<file path="src/sv/assert_macros.svh">
// Assertion macros shared by the sorted sparse array table RTL.
// No dependencies; included by the files that carry assertions.
`ifndef ASSERT_MACROS_SVH
`define ASSERT_MACROS_SVH
`ifndef NO_ASSERTIONS
// Check that a condition holds at every clock edge outside reset.
`define SSAT_ASSERT(label, clk, rst_n, cond) \
    label: assert property (@(posedge clk) disable iff (!rst_n) (cond)) \
        else $error("assertion failed");
// Check that a condition implies a consequence at the following clock edge.
`define SSAT_ASSERT_NEXT(label, clk, rst_n, ante, cons) \
    label: assert property (@(posedge clk) disable iff (!rst_n) (ante) |=> (cons)) \
        else $error("assertion failed");
`else
`define SSAT_ASSERT(label, clk, rst_n, cond)
`define SSAT_ASSERT_NEXT(label, clk, rst_n, ante, cons)
`endif
`endif

</file>
<file path="src/sv/ssat_pkg.sv">
// Types and constants of the sorted sparse array table.
// No dependencies; used by ssat_cell and sorted_sparse_array_table_core.
package ssat_pkg;

    // Operation codes.
    localparam logic [1:0] OP_READ   = 2'd0;
    localparam logic [1:0] OP_WRITE  = 2'd1;
    localparam logic [1:0] OP_EXISTS = 2'd2;

    // Field widths.
    localparam int KEY_W   = 32;
    localparam int DATA_W  = 32;
    localparam int COUNT_W = 7;

    // Input word.
    typedef struct packed {
        logic [1:0]               operation;
        logic signed [KEY_W-1:0]  index;
        logic signed [DATA_W-1:0] write_value;
    } in_word_t;

    // Result word.
    typedef struct packed {
        logic signed [DATA_W-1:0] read_value;
        logic                     was_present;
        logic [COUNT_W-1:0]       entry_count;
        logic                     table_full_error;
    } out_word_t;

    // Command broadcast to every cell of the row.
    typedef struct packed {
        logic                     apply;
        logic                     insert;
        logic                     write;
        logic signed [KEY_W-1:0]  key;
        logic signed [DATA_W-1:0] wval;
        logic signed [DATA_W-1:0] fill;
    } cell_cmd_t;

endpackage

</file>
<file path="src/sv/ssat_cell.sv">
// One cell of the sorted entry row: holds one (index, value) entry.
// Depends on ssat_pkg for the command type and widths.
module ssat_cell (
    input  logic                                 clk,
    input  logic                                 occupied,
    input  ssat_pkg::cell_cmd_t                  cmd,
    input  logic                                 left_less,
    input  logic signed [ssat_pkg::KEY_W-1:0]    left_key,
    input  logic signed [ssat_pkg::DATA_W-1:0]   left_data,
    output logic                                 less,
    output logic                                 hit,
    output logic signed [ssat_pkg::KEY_W-1:0]    key,
    output logic signed [ssat_pkg::DATA_W-1:0]   data
);

    logic signed [ssat_pkg::KEY_W-1:0]  key_reg;
    logic signed [ssat_pkg::DATA_W-1:0] data_reg;
    logic                               at_pos;
    logic                               shift;

    // Compare the stored entry against the broadcast key.
    assign less   = occupied && (key_reg < cmd.key);
    assign hit    = occupied && (key_reg == cmd.key);
    assign at_pos = !less && left_less;
    assign shift  = !left_less;
    assign key    = key_reg;
    assign data   = data_reg;

    // Take the new entry, take the left neighbor's entry, or update in place.
    always_ff @(posedge clk)
    begin
        if (cmd.apply)
        begin
            if (cmd.insert)
            begin
                if (at_pos)
                begin
                    key_reg  <= cmd.key;
                    data_reg <= cmd.write ? cmd.wval : cmd.fill;
                end
                else if (shift)
                begin
                    key_reg  <= left_key;
                    data_reg <= left_data;
                end
            end
            else if (cmd.write && hit)
            begin
                data_reg <= cmd.wval;
            end
        end
    end

endmodule
</file>
<file path="config.mk">
export PLATFORM = sky130hd
export DESIGN_NAME = ssat_cell
export DESIGN_NICKNAME = d
export VERILOG_FILES = /design/src/sv/assert_macros.svh /design/src/sv/ssat_pkg.sv /design/src/sv/ssat_cell.sv
export SDC_FILE = /design/constraint.sdc
export NUM_CORES = 1
export LEC_CHECK = 0
export ABC_AREA = 1
export BUFFER_PORTS_ARGS = -buffer_cell sky130_fd_sc_hd__buf_2
export CAP_MARGIN = 10
export CORE_ASPECT_RATIO = 0.6
export CORE_MARGIN = 2
export CORE_UTILIZATION = 47
export CTS_BUF_LIST = sky130_fd_sc_hd__clkbuf_8
export DETAILED_ROUTE_END_ITERATION = 16
export GPL_ROUTABILITY_DRIVEN = 0
export HOLD_SLACK_MARGIN = 0.1
export PLACE_DENSITY = 0.83
export REMOVE_ABC_BUFFERS = 1
export SYNTH_ARGS = -nofsm -noshare
export SYNTH_HDL_FRONTEND = slang
export SYNTH_SLANG_ARGS = --single-unit
</file>
<file path="constraint.sdc">
create_clock -name clk -period 3 [get_ports clk]
set_input_delay 0.3 -clock clk [delete_from_list [all_inputs] [get_ports clk]]
set_output_delay 0.3 -clock clk [all_outputs]
set_load 0.005 [all_outputs]
</file>
==> results, run 1 <==
- In the post-route analysis, the smallest setup slack over all paths is 0.222 ns.
- The number of distinct library cells after synthesis is 22.
- Counting every sink on the clock net gives 64.
- The area used by multi-input combinational logic is 2040 um2.
- The area growth from synthesis to layout is 32.5%.
- The initial antenna violation count is 0.
- The final max-slew violation count came to 0.
- The floorplan row count is 27.
- No sink is reached through more buffers than the 2 on the longest clock path.
- The tightest min-delay check is of the input port to register type.
- Measured against its own limit, the worst slew margin works out to 52.3%.
- The CTS buffer count is 9.
- After detailed routing, the number of remaining DRC violations is 0.
- In the finished design, the share of the clock period the worst path needs comes to 92.6%.
- The clock tree from TritonCTS is yes.
- The remaining number of nets flagged by the antenna check after routing is 0.
- The delay of the slowest cell on the worst path is 0.42 ns.
- Among the stages of the critical path, the cell type that occurs most often is nand2_1.
- After floorplanning, the core was sized to cover 9160 um2.
- Gates resized during post-CTS repair numbered 0.
- The highest net fanout along the worst path is 33.
- The post-synthesis sequential area ratio is 43.6%.
- The measured slew at the worst slew-check pin is 0.715 ns.
- The number of buffers added for setup after CTS is 0.
- The reported max-cap violation count is 0.
- The sum of net half-perimeters after detailed placement is 9.80 mm.
- The worst hold margin is 0.236 ns.
- The first global-routing pass estimated 19.9 mm of wire.
- The average routed wire per standard cell is 14.2 um.
- The die width is 129 um.
- Yosys printed 0 warnings.
- Counting every instance in the synthesized netlist gives 537.
- 232 I/O pins were placed.
- After detailed routing, the total wire length is 12.7 mm.
- The later-pin clock latency in the skew report is 0.34 ns.
- The cell area after technology mapping is 4410 um2.
- Of the cells placed in the final design, the portion with a size suffix greater than 1 is 33.3%.
- Summed over all cells, the static leakage comes to 3.23 nW.
- Among cell families on the critical path, the largest total delay comes from simple AND/OR/NAND/NOR gates.
- The area enclosed by the die boundary is 10200 um2.
- Registers take 1920 um2.
- The highest-delay cell along the critical path is edfxtp_1.
- For this configuration, the core starts out at a cell density of 48.1%.
- After filler insertion, the fill cell instance count of the layout stands at 759.
- At the worst endpoint, the required time is 2.70 ns.
- Clock skew on the completed layout was measured at 0.00847 ns.
- Entering global routing, the biggest net connects 56 pins.
- The total global routing overflow is 0.
- Traced cell by cell, the critical path runs through ha_1 > nand2_1 > nor2_1 > nand4_1 > inv_1 > nand2_1 > nand2_1 > nand2_1 > nand2_1 > nand2_1 > nand3_4 > buf_6 > inv_1 > buf_2.
- The H-tree generated during clock tree synthesis spans 3 levels.
- The total inserted antenna cells is 0.
- After the first detailed-routing iteration, the DRC count stood at 206.
- The first detailed-routing pass took 4 iterations.
- Setup repair after global routing left no endpoint under its margin.
- Buffers inserted to repair hold after CTS numbered 0.
- The flow ran to the end, and the final reports show no timing, DRC or antenna violations.
- In this run, synthesis produced a sequential element count of 64.
- The via count normalized by instance count is 4.99.
- The die outline height is 79.0 um.
- The buffers plus inverters on the worst setup path is 4.
- Setup violations remaining at the end of the flow were counted as 0.
- The nature of the critical path endpoint is an output port.
- By startpoint and endpoint, the worst setup path is classified as register to output port.
- Based on the critical path, the design can be clocked at up to 360 MHz.
- Before CTS, the worst setup slack after placement is 0.290 ns.
- The cell chosen for the clock root is clkbuf_8.
- The via count of the first global-routing pass came to 4449.
- Summed over all failing endpoints, the final setup total negative slack is 0 ns.
- In the global route stage, overall resource usage came out at 24.8%.
- For the worst setup path, the data arrival time is 2.48 ns.
- The average cell area after synthesis is 8.21 um2.
- The count of buffers added on input and output ports is 231.
- The count of endpoints failing hold in the final timing report came to 0.
- The count of nets after finishing is 958.
- Detailed routing inserted a total of 4465 vias.
- After clock tree synthesis, the clock-pin slew on the worst setup and hold paths is 0.07 ns.
- STA classifies the critical path startpoint as a register.
- The routed design could run at a clock period as short as 2.78 ns.
- Dividing total power by cell area gives a power density of 395 nW/um2.
- The worst IR drop on VDD is 0.220 mV.
[cells in the final DEF (no fill, tap or decap)]
cell and instances:
mux2i_1 32, a21o_1 1, clkinv_4 1, nor2_1 9
ha_1 32, buf_12 2, inv_1 80, o21ai_0 27
clkbuf_8 9, buf_6 1, buf_2 231, clkinvlp_4 2
edfxtp_1 64, o21ai_1 7, nand3_1 68, nand3_4 1
nand2_1 168, clkinv_1 2, nor4_1 1, a21oi_1 14
nand4_1 3, nand2_4 1, buf_4 6, o21a_1 2
clkinv_2 1
[final timing paths]
path                                   start        to  slack (ns)  cells after the start
worst max-delay path                 key[15]      less        0.22                     14
worst min-delay path            left_key[19]   key[19]        0.24                      3
worst max register to register       key[15]  data[11]        0.30                     15
worst min register to register       key[31]    key[0]        1.01                      5
[logic make-up after synthesis]
| kind of cell | after synthesis | synth area share [%] |
|---|---|---|
| AND/OR/NAND/NOR | 251 | 24.0 |
| buffers and inverters | 107 | 10.1 |
| flip-flops | 64 | 43.6 |
| AO/OA/AOI/OAI | 51 | 5.96 |
| multiplexers | 32 | 7.27 |
| adder cells (fa/ha/maj) | 32 | 9.08 |
[worst register-to-register path, cell delays in order, from the launching register on]
cell      delay (ns)
edfxtp_1        0.42
ha_1            0.32
nand2_1         0.07
nor2_1          0.17
nand4_1         0.19
inv_1           0.10
nand2_1         0.05
nand2_1         0.05
nand2_1         0.06
nand3_1         0.12
nand3_4         0.12
nand2_4         0.23
buf_4           0.30
nand2_1         0.13
nand3_1         0.09
nand2_1         0.05
[cell type report]
| type | instances | share of cell area (%) |
|---|---|---|
| multi-input cells | 366 | 35.0 |
| flip-flops and latches | 64 | 32.9 |
| repair buffers | 240 | 21.4 |
| inverters | 79 | 5.08 |
| well taps | 130 | 2.79 |
| clock buffers | 9 | 2.12 |
| clock inverters | 7 | 0.686 |
[cells in the mapped netlist]
master / instances / area, um2
clkbuf_1: 14 / 52.6
a21o_1: 1 / 7.51
ha_1: 32 / 400
o21ai_0: 27 / 135
clkbuf_2: 1 / 5.00
buf_1: 1 / 3.75
a21oi_1: 14 / 70.1
buf_2: 6 / 30.0
buf_4: 3 / 22.5
nor2_1: 9 / 33.8
nand3_1: 68 / 340
nand2_1: 168 / 631
mux2i_1: 32 / 320
nand2_4: 1 / 11.3
buf_6: 3 / 33.8
nand4_1: 3 / 18.8
nor4_1: 1 / 6.26
o21a_1: 2 / 15.0
o21ai_1: 7 / 35.0
nand3_4: 1 / 17.5
edfxtp_1: 64 / 1920
inv_1: 79 / 297
[power breakdown]
group	switching [W]	internal [W]	total, W	leakage (nW)
registers	0.0000213	0.00106	0.00108	0.601
clock network	0.000345	0.000291	0.000635	0.0815
logic	0.000331	0.000254	0.000585	2.55
[layer usage]
layer	global-route usage, %	up-vias	share of wire (%)
met5	0	-	0
met4	7.72	0	1.4
met3	6.60	23	6.8
met2	43.2	206	48
met1	30.2	2017	44
li1	-	2219	-
[stage by stage]
stage / util [%] / area (um2) / total power [W] / cells
after floorplan: - / 4260 / 0.00139 / 509
after global placement: 62.0 / 5670 / 0.00165 / 879
after detailed placement: 62.0 / 5670 / 0.00169 / 879
after CTS: 63.7 / 5840 / 0.00232 / 895
after global routing: 63.8 / 5840 / 0.00243 / 895
final: 63.8 / 5840 / 0.00230 / 895
(Power assumes the default switching activity.)
==> inputs of run 2 (changes only) <==
--- a/config.mk
+++ b/config.mk
@@ -5,17 +5,17 @@
 export SDC_FILE = /design/constraint.sdc
 export NUM_CORES = 1
 export LEC_CHECK = 0
-export ABC_AREA = 1
-export BUFFER_PORTS_ARGS = -buffer_cell sky130_fd_sc_hd__buf_2
 export CAP_MARGIN = 10
 export CORE_ASPECT_RATIO = 0.6
 export CORE_MARGIN = 2
-export CORE_UTILIZATION = 47
+export CORE_UTILIZATION = 55
 export CTS_BUF_LIST = sky130_fd_sc_hd__clkbuf_8
+export CTS_CLUSTER_SIZE = 30
 export DETAILED_ROUTE_END_ITERATION = 16
+export DONT_BUFFER_PORTS = 1
 export GPL_ROUTABILITY_DRIVEN = 0
 export HOLD_SLACK_MARGIN = 0.1
-export PLACE_DENSITY = 0.83
+export PLACE_DENSITY = 0.7
 export REMOVE_ABC_BUFFERS = 1
 export SYNTH_ARGS = -nofsm -noshare
 export SYNTH_HDL_FRONTEND = slang
==> results, run 2 <==
- The final routed wirelength across all metal layers is 10.9 mm (-14%).
- The total number of yosys warnings is 0 (unchanged).
- The cell chosen for the clock root is clkbuf_8.
- The final clock period utilization by the worst path is 97.4% (+4.8 points).
- The reg-to-reg setup timing slack was 0.09 ns (-0.21 ns).
- The worst clock skew on the final layout is 0.00913 ns (+0.000656 ns).
- The number of enable-type register cells in the synthesized netlist is 64 (unchanged).
- The gate count after technology mapping is 374 (-30%).
- The boundary pin count is 232 (unchanged).
- The post-synthesis sequential area ratio was 45.4% (+1.8 points).
- The reported max-cap violation count is 0 (unchanged).
- The most critical setup path has its endpoint at less.
- The depth of the worst register-to-register path was 10 (-5).
- The startpoint identified for the worst register-to-register timing path is key[5].
- The average routed wire per standard cell is 21.3 um (+50%).
- The fraction of layout cells with a size suffix above 1 is 31.1% (-2.2 points).
- The starting density of the core came to 57.6% (+9.4 points).
- The critical path is of the register to output port type.
- The sum of net half-perimeters after detailed placement is 7.95 mm (-19%).
- The total global routing overflow was 0 (unchanged).
- The count of endpoints failing hold in the final timing report came to 0 (unchanged).
- The worst IR drop on VDD is 0.319 mV (+45%).
- The area inside the core boundary is 7360 um2 (-20%).
- The clock tree buffer depth was 2 (unchanged).
- The die outline height is 72.0 um (-8.9%).
- The remaining number of nets flagged by the antenna check after routing was 0 (unchanged).
- The clock share of power came to 30.8% (+3.2 points).
- The number of levels the H-tree was split into is 3 (unchanged).
- STA classifies the critical path endpoint as an output port.
- The number of distinct library cells after synthesis is 38 (+73%).
- The average cell area after synthesis was 11.3 um2 (+38%).
- The required time of the critical path is 2.70 ns (about the same).
- The sequential cell fraction of total power is 47.5% (+0.5 points).
- The minimum period implied by the final worst setup slack is 2.92 ns (+0.145 ns).
- The total of flip-flops plus latches after synthesis is 64 (unchanged).
- The worst endpoint data arrival time is 2.62 ns (+0.14 ns).
- The worst hold path cell count was 1 (-2).
- TritonCTS built the clock tree.
- The final max-slew violation count is 0 (unchanged).
- The measured slew at the worst slew-check pin is 0.309 ns (-0.407 ns).
- The net switching fraction of the power came to 27.0% (-3.3 points).
- The floorplan row count was 24 (-11%).
- The via count of the first global-routing pass is 2910 (-35%).
- The top cell type's share of synthesized area was 45.4% (+1.8 points).
- Leaving out fill and tap cells, the most frequent cells in the layout are edfxtp_1 (64), nand2_1 (41), inv_1 (35).
- The first-pass GRT wire length came to 15.5 mm (-22%).
- The worst-case headroom to the max-slew limit was 79.4% (+27 points).
- The timing-limited maximum frequency is 342 MHz (-4.9%).
- The initial antenna violation count was 0 (unchanged).
- The design area came to 4920 um2 (-16%).
- The area enclosed by the die boundary is 8440 um2 (-17%).
- The post-route DRC violation count is 0 (unchanged).
- The die width is 117 um (-9.1%).
- The later-pin clock latency in the skew report is 0.35 ns (about the same).
- The commonest cells after synthesis are edfxtp_1 (64), nand2_1 (41), inv_1 (35).
- The cell type with the highest aggregate area in the netlist is edfxtp_1.
- The area growth from synthesis to layout is 16.2%.
- In this run the worst hold path is classified as input port to register.
- By area the synthesized netlist is led by edfxtp_1 (45%), a2bb2oi_2 (11%), ha_1 (9.5%).
- The starting DRC count in detailed routing is 147 (-29%).
- The internal power was 0.00170 W (+5.5%).
- The cell leakage power is 2.01 nW (-38%).
- The global-route usage over all layers is 24.0% (-0.83 points).
- The net switching power of the design came to 0.000627 W (-10%).
- The total placed instance area is 4580 um2 (-19%).
- The power per cell area is 472 nW/um2 (+20%).
- The most common cell after layout, fill and taps aside is edfxtp_1.
- The total inserted antenna cells was 0 (unchanged).
- The final-report setup violation count came to 0 (unchanged).
- Tracing the worst setup path back leads to its startpoint at key[21].
- The launching element type of the critical path is a register.
- The CTS buffer count is 9 (unchanged).
- The highest net fanout along the worst path is 3 (-91%).
- The count of nets after finishing is 598 (-38%).
- The final design utilization is 66.9% (+3.1 points).
- The prevailing post-synth register cell is edfxtp_1.
- The sink count of the clock tree came to 64 (unchanged).
- The flow ran to the end, and the final reports show no timing, DRC or antenna violations.
- The hold-fix buffer count after cts is 0 (unchanged).
- Setup repair after global routing could not meet its margin everywhere.
- The routed via count came to 3045 (-32%).
- The clock edge transition at the registers on the reported setup and hold paths was 0.07 ns (about the same).
- The number of search-and-repair iterations in the first detailed-routing pass is 4 (unchanged).
- The worst reg2reg path endpoint is data[9].
- The most instantiated library cell after synthesis is edfxtp_1.
- The port buffer count is 0 (-100%).
- The via count normalized by instance count is 5.98 (+20%).
- The share of flip-flops with an asynchronous set or reset is 0% (unchanged).
- The share of power burned in combinational logic is 21.7% (-3.7 points).
- The largest net degree at the start of global routing is 39 (-30%).
- The cell area after technology mapping is 4240 um2 (-3.9%).
-- run 2: cell count changes after synthesis, moves of 3 or more --
cell,change
o21ai_1,+22
buf_6,-3
nand2_1,-127
or2_2,+32
nand3_1,-63
o21ai_0,-21
clkbuf_1,-7
inv_1,-44
and4_1,+3
buf_4,+5
a2bb2oi_2,+30
and2_1,+3
nor2_1,-7
-- run 2: metrics by stage --
stage	instances	total power [W]	setup TNS, ns	hold WS, ns	worst slack (ns)
floorplan	354	0.00147	-269.41	0.487	-3.66
global placement	487	0.00157	0	0.494	0.0700
detailed placement	487	0.00159	0	0.502	0.0575
CTS	503	0.00230	0	0.128	0.00421
global route	509	0.00242	-1.03	0.113	-0.0918
finish	509	0.00232	0	0.144	0.0772
-- run 2: cell families (layout without fill, tap and decap cells) --
family                     after synthesis  in the layout  share of synthesized area [%]
DFF                                     64             64                           45.4
adders and majority gates               32             32                           9.45
AOI/OAI and AO/OA                       93             93                           19.6
buffers and inverters                   55             86                           5.70
and+or+nand+nor                         96             96                           11.8
xor gates and xnor gates                 1              1                          0.207
muxes                                   33             33                           7.83
-- run 2: what timing repair did --
action	4_1_cts	5_1_grt
setup endpoints to repair	0	109
endpoints found under the hold margin	0	0
buffers inserted	0	4
resized for setup	0	9
-- run 2: area by class of cell --
cell class / instances / area [um2]
Clock inverter: 7 / 62.6
Multi-Input combinational cell: 255 / 2190
Inverter: 35 / 131
Tap cell: 104 / 130
Timing Repair Buffer: 35 / 360
Clock buffer: 9 / 124
Fill cell: 581 / 2430
Sequential cell: 64 / 1920
-- run 2: power groups by stage --
stage	sequential, W	clock [W]	combinational, W
6_report	0.00110	0.000715	0.000504
5_1_grt	0.00111	0.000762	0.000554
4_1_cts	0.00110	0.000730	0.000470
3_5_place_dp	0.00112	0	0.000470
3_3_place_gp	0.00112	0	0.000451
2_1_floorplan	0.00112	0	0.000355
-- run 2: routing by layer --
metal | GRT usage (%) | wire [um] | vias up
li1 | - | - | 1431
met1 | 28.3 | 4510 | 1442
met2 | 39.6 | 5210 | 160
met3 | 10.5 | 965 | 12
met4 | 8.70 | 166 | 0
met5 | 0 | 0 | -
-- run 2: critical path, stage by stage, from the launching register on --
cell and delay, ns:
edfxtp_1 0.47, ha_4 0.31, nand4_1 0.18, nor4b_2 0.35, buf_4 0.17, o41a_1 0.25
nor2_1 0.08, xnor2_1 0.13, buf_4 0.16, and2_1 0.16
-- run 2: worst min-delay path by stage --
stage | startpoint | to | slack, ns
after global routing | cmd[97] | data[29] | 0.11
after global placement | left_key[1] | key[1] | 0.49
final | cmd[97] | data[29] | 0.14
after CTS | cmd[97] | data[29] | 0.13
after floorplan | left_key[1] | key[1] | 0.49
after detailed placement | left_key[6] | key[6] | 0.50
==> inputs of run 3 (changes only) <==
--- a/config.mk
+++ b/config.mk
@@ -15,7 +15,7 @@
 export DONT_BUFFER_PORTS = 1
 export GPL_ROUTABILITY_DRIVEN = 0
 export HOLD_SLACK_MARGIN = 0.1
-export PLACE_DENSITY = 0.7
+export PLACE_DENSITY = 0.79
 export REMOVE_ABC_BUFFERS = 1
 export SYNTH_ARGS = -nofsm -noshare
 export SYNTH_HDL_FRONTEND = slang
==> results, run 3 (synthesis results as in run 2) <==
- The starting DRC count in detailed routing was 221 (+50%).
- The post-route DRC violation count is 0 (unchanged).
- The measured slew at the worst slew-check pin is 0.480 ns (+0.171 ns).
- The final max-slew violation count came to 0 (unchanged).
- The count of nets after finishing came to 593 (-0.84%).
- The largest net degree at the start of global routing was 42 (+7.7%).
- The required time of the critical path was 3.10 ns (+0.40 ns).
- The reported max-cap violation count is 0 (unchanged).
- The final-report setup violation count was 0 (unchanged).
- The first-pass GRT wire length is 15.7 mm (+1.3%).
- The number of search-and-repair iterations in the first detailed-routing pass is 4 (unchanged).
- Clock tree synthesis selected as its root buffer the cell clkbuf_8.
- The worst IR drop on VDD came to 0.296 mV (-7.4%).
- The fraction of layout cells with a size suffix above 1 is 32.6% (+1.5 points).
- The number of levels the H-tree was split into is 3 (unchanged).
- The average routed wire per standard cell came to 22.2 um (+4.1%).
- The sink count of the clock tree is 64 (unchanged).
- The area enclosed by the die boundary is 8440 um2 (unchanged).
- The area inside the core boundary is 7360 um2 (unchanged).
- The family with the most delay on the worst path is compound AO/OA/AOI/OAI gates.
- The total inserted antenna cells was 0 (unchanged).
- The starting density of the core is 57.6% (unchanged).
- The final clock period utilization by the worst path is 98.6% (+1.2 points).
- The total global routing overflow came to 0 (unchanged).
- The remaining number of nets flagged by the antenna check after routing came to 0 (unchanged).
- The initial antenna violation count came to 0 (unchanged).
- The met3 track demand over resource in global routing is 9.36% (-1.2 points).
- The later-pin clock latency in the skew report was 0.34 ns (about the same).
- The final routed wirelength across all metal layers is 11.2 mm (+2.9%).
- The boundary pin count is 232 (unchanged).
- The power per cell area is 453 nW/um2 (-4.1%).
- The area growth from synthesis to layout is 18.5%.
- The number of filler cells placed in the layout is 575 (-1.0%).
- The sum of net half-perimeters after detailed placement is 7.96 mm (about the same).
- The worst setup path is captured at a register.
- TritonCTS built the clock tree.
- The CTS buffer count is 9 (unchanged).
- The clock tree buffer depth is 2 (unchanged).
- The count of endpoints failing hold in the final timing report is 0 (unchanged).
- In the layout the commonest cells are edfxtp_1 (64), nand2_1 (41), inv_1 (36).
- The final cell count without fillers came to 503 (-1.2%).
- The minimum period implied by the final worst setup slack was 2.96 ns (+0.0358 ns).
- The via count of the first global-routing pass is 2938 (+0.96%).
- The instance count after placement with tap cells included came to 478 (-1.8%).
- The buffers plus inverters on the worst setup path came to 2 (unchanged).
- The routed via count is 3037 (-0.26%).
- The highest net fanout along the worst path is 7 (+4).
- The global-route usage over all layers was 24.1% (+0.096 points).
- The class of the worst hold path is input port to register.
- The power after layout is 0.00227 W (-2.1%).
- The clock edge transition at the registers on the reported setup and hold paths is 0.07 ns (about the same).
- The delay of the slowest cell on the worst path is 0.51 ns (+0.04 ns).
- The run finished with clean final reports.
- Walking the worst path, the cells encountered are ha_4 > and4_1 > and2_1 > a211oi_2 > nand2_1 > o311ai_4 > buf_12 > clkbuf_16 > mux2i_4 > a2bb2oi_2.
- The die width is 117 um (unchanged).
- The launching element type of the critical path is a register.
- The via count normalized by instance count came to 6.04 (+0.93%).
- The total placed instance area is 4530 um2 (-1.2%).
- The worst clock skew on the final layout is 0.00635 ns (-0.00278 ns).
- The timing-limited maximum frequency came to 338 MHz (-1.2%).
- The cell leakage power is 2.00 nW (-0.84%).
- The hold-fix buffer count after cts came to 0 (unchanged).
- The met1 usage in global routing is 30.5% (+2.2 points).
- The worst hold margin came to 0.153 ns (+0.00845 ns).
- The port buffer count was 0 (unchanged).
- The floorplan row count is 24 (unchanged).
- The highest-delay cell along the critical path is o311ai_4.
- The die outline height is 72.0 um (unchanged).
- The worst-case headroom to the max-slew limit is 67.9% (-11 points).
- The critical path class is register to register.
- The layer carrying the most global-route usage is met2.
- The worst endpoint data arrival time is 3.06 ns (+0.44 ns).
- The most common cell after layout, fill and taps aside is edfxtp_1.
- The met2 global-route usage is 39.3% (-0.32 points).
- The design area is 5020 um2 (+2.0%).
[run 3: cell types whose count changed in the layout (fill, tap and decap cells not counted), sizes merged]
cell,previous run,this run
buf,33,27
clkinvlp,2,1
bufinv,1,0
inv,35,36
clkbuf,11,12
[run 3: layout make-up]
type | count | area [um2] | share of cell area [%]
timing repair buffer | 30 | 373 | 7.42
clock buffer | 9 | 124 | 2.47
multi-input combinational | 255 | 2310 | 46.1
clock inverter | 6 | 28.8 | 0.573
tap | 104 | 130 | 2.59
sequential | 64 | 1920 | 38.3
inverter | 35 | 131 | 2.62
[run 3: timing repair]
item,4_1_cts,5_1_grt
setup endpoints to repair,0,86
buffers inserted,0,6
gates resized for setup,0,26
[run 3: metrics by stage]
stage,utilization (%),TNS (ns),worst slack (ns)
after floorplan,-,-269.41,-3.66
after global placement,61.5,0,0.105
after detailed placement,61.5,0,0.0379
after CTS,63.6,0,0.00491
after global routing,68.3,-0.128,-0.0273
final,68.3,0,0.0414
[run 3: layer usage]
layer	vias up	part of all wire, %	wire length, um
li1	1417	-	-
met1	1451	42	4700
met2	159	48	5390
met3	10	8.6	963
met4	0	0.97	108
met5	-	0	0
[run 3: report_power, final]
part	switching [W]	leakage, nW	total [W]	internal, W
Clock	0.000333	0.0811	0.000616	0.000283
Sequential	0.0000406	0.597	0.00111	0.00107
Combinational	0.000266	1.32	0.000549	0.000283
Total	0.000639	2.00	0.00227	0.00163
[run 3: final timing paths]
kind                                   start       end  slack [ns]  cells past startpoint
worst min register to register       key[31]   key[20]        1.33                      6
worst min-delay path            left_key[20]   key[20]        0.15                      2
worst max-delay path                 key[30]  data[28]        0.04                     10
worst max register to register       key[30]  data[28]        0.04                     10
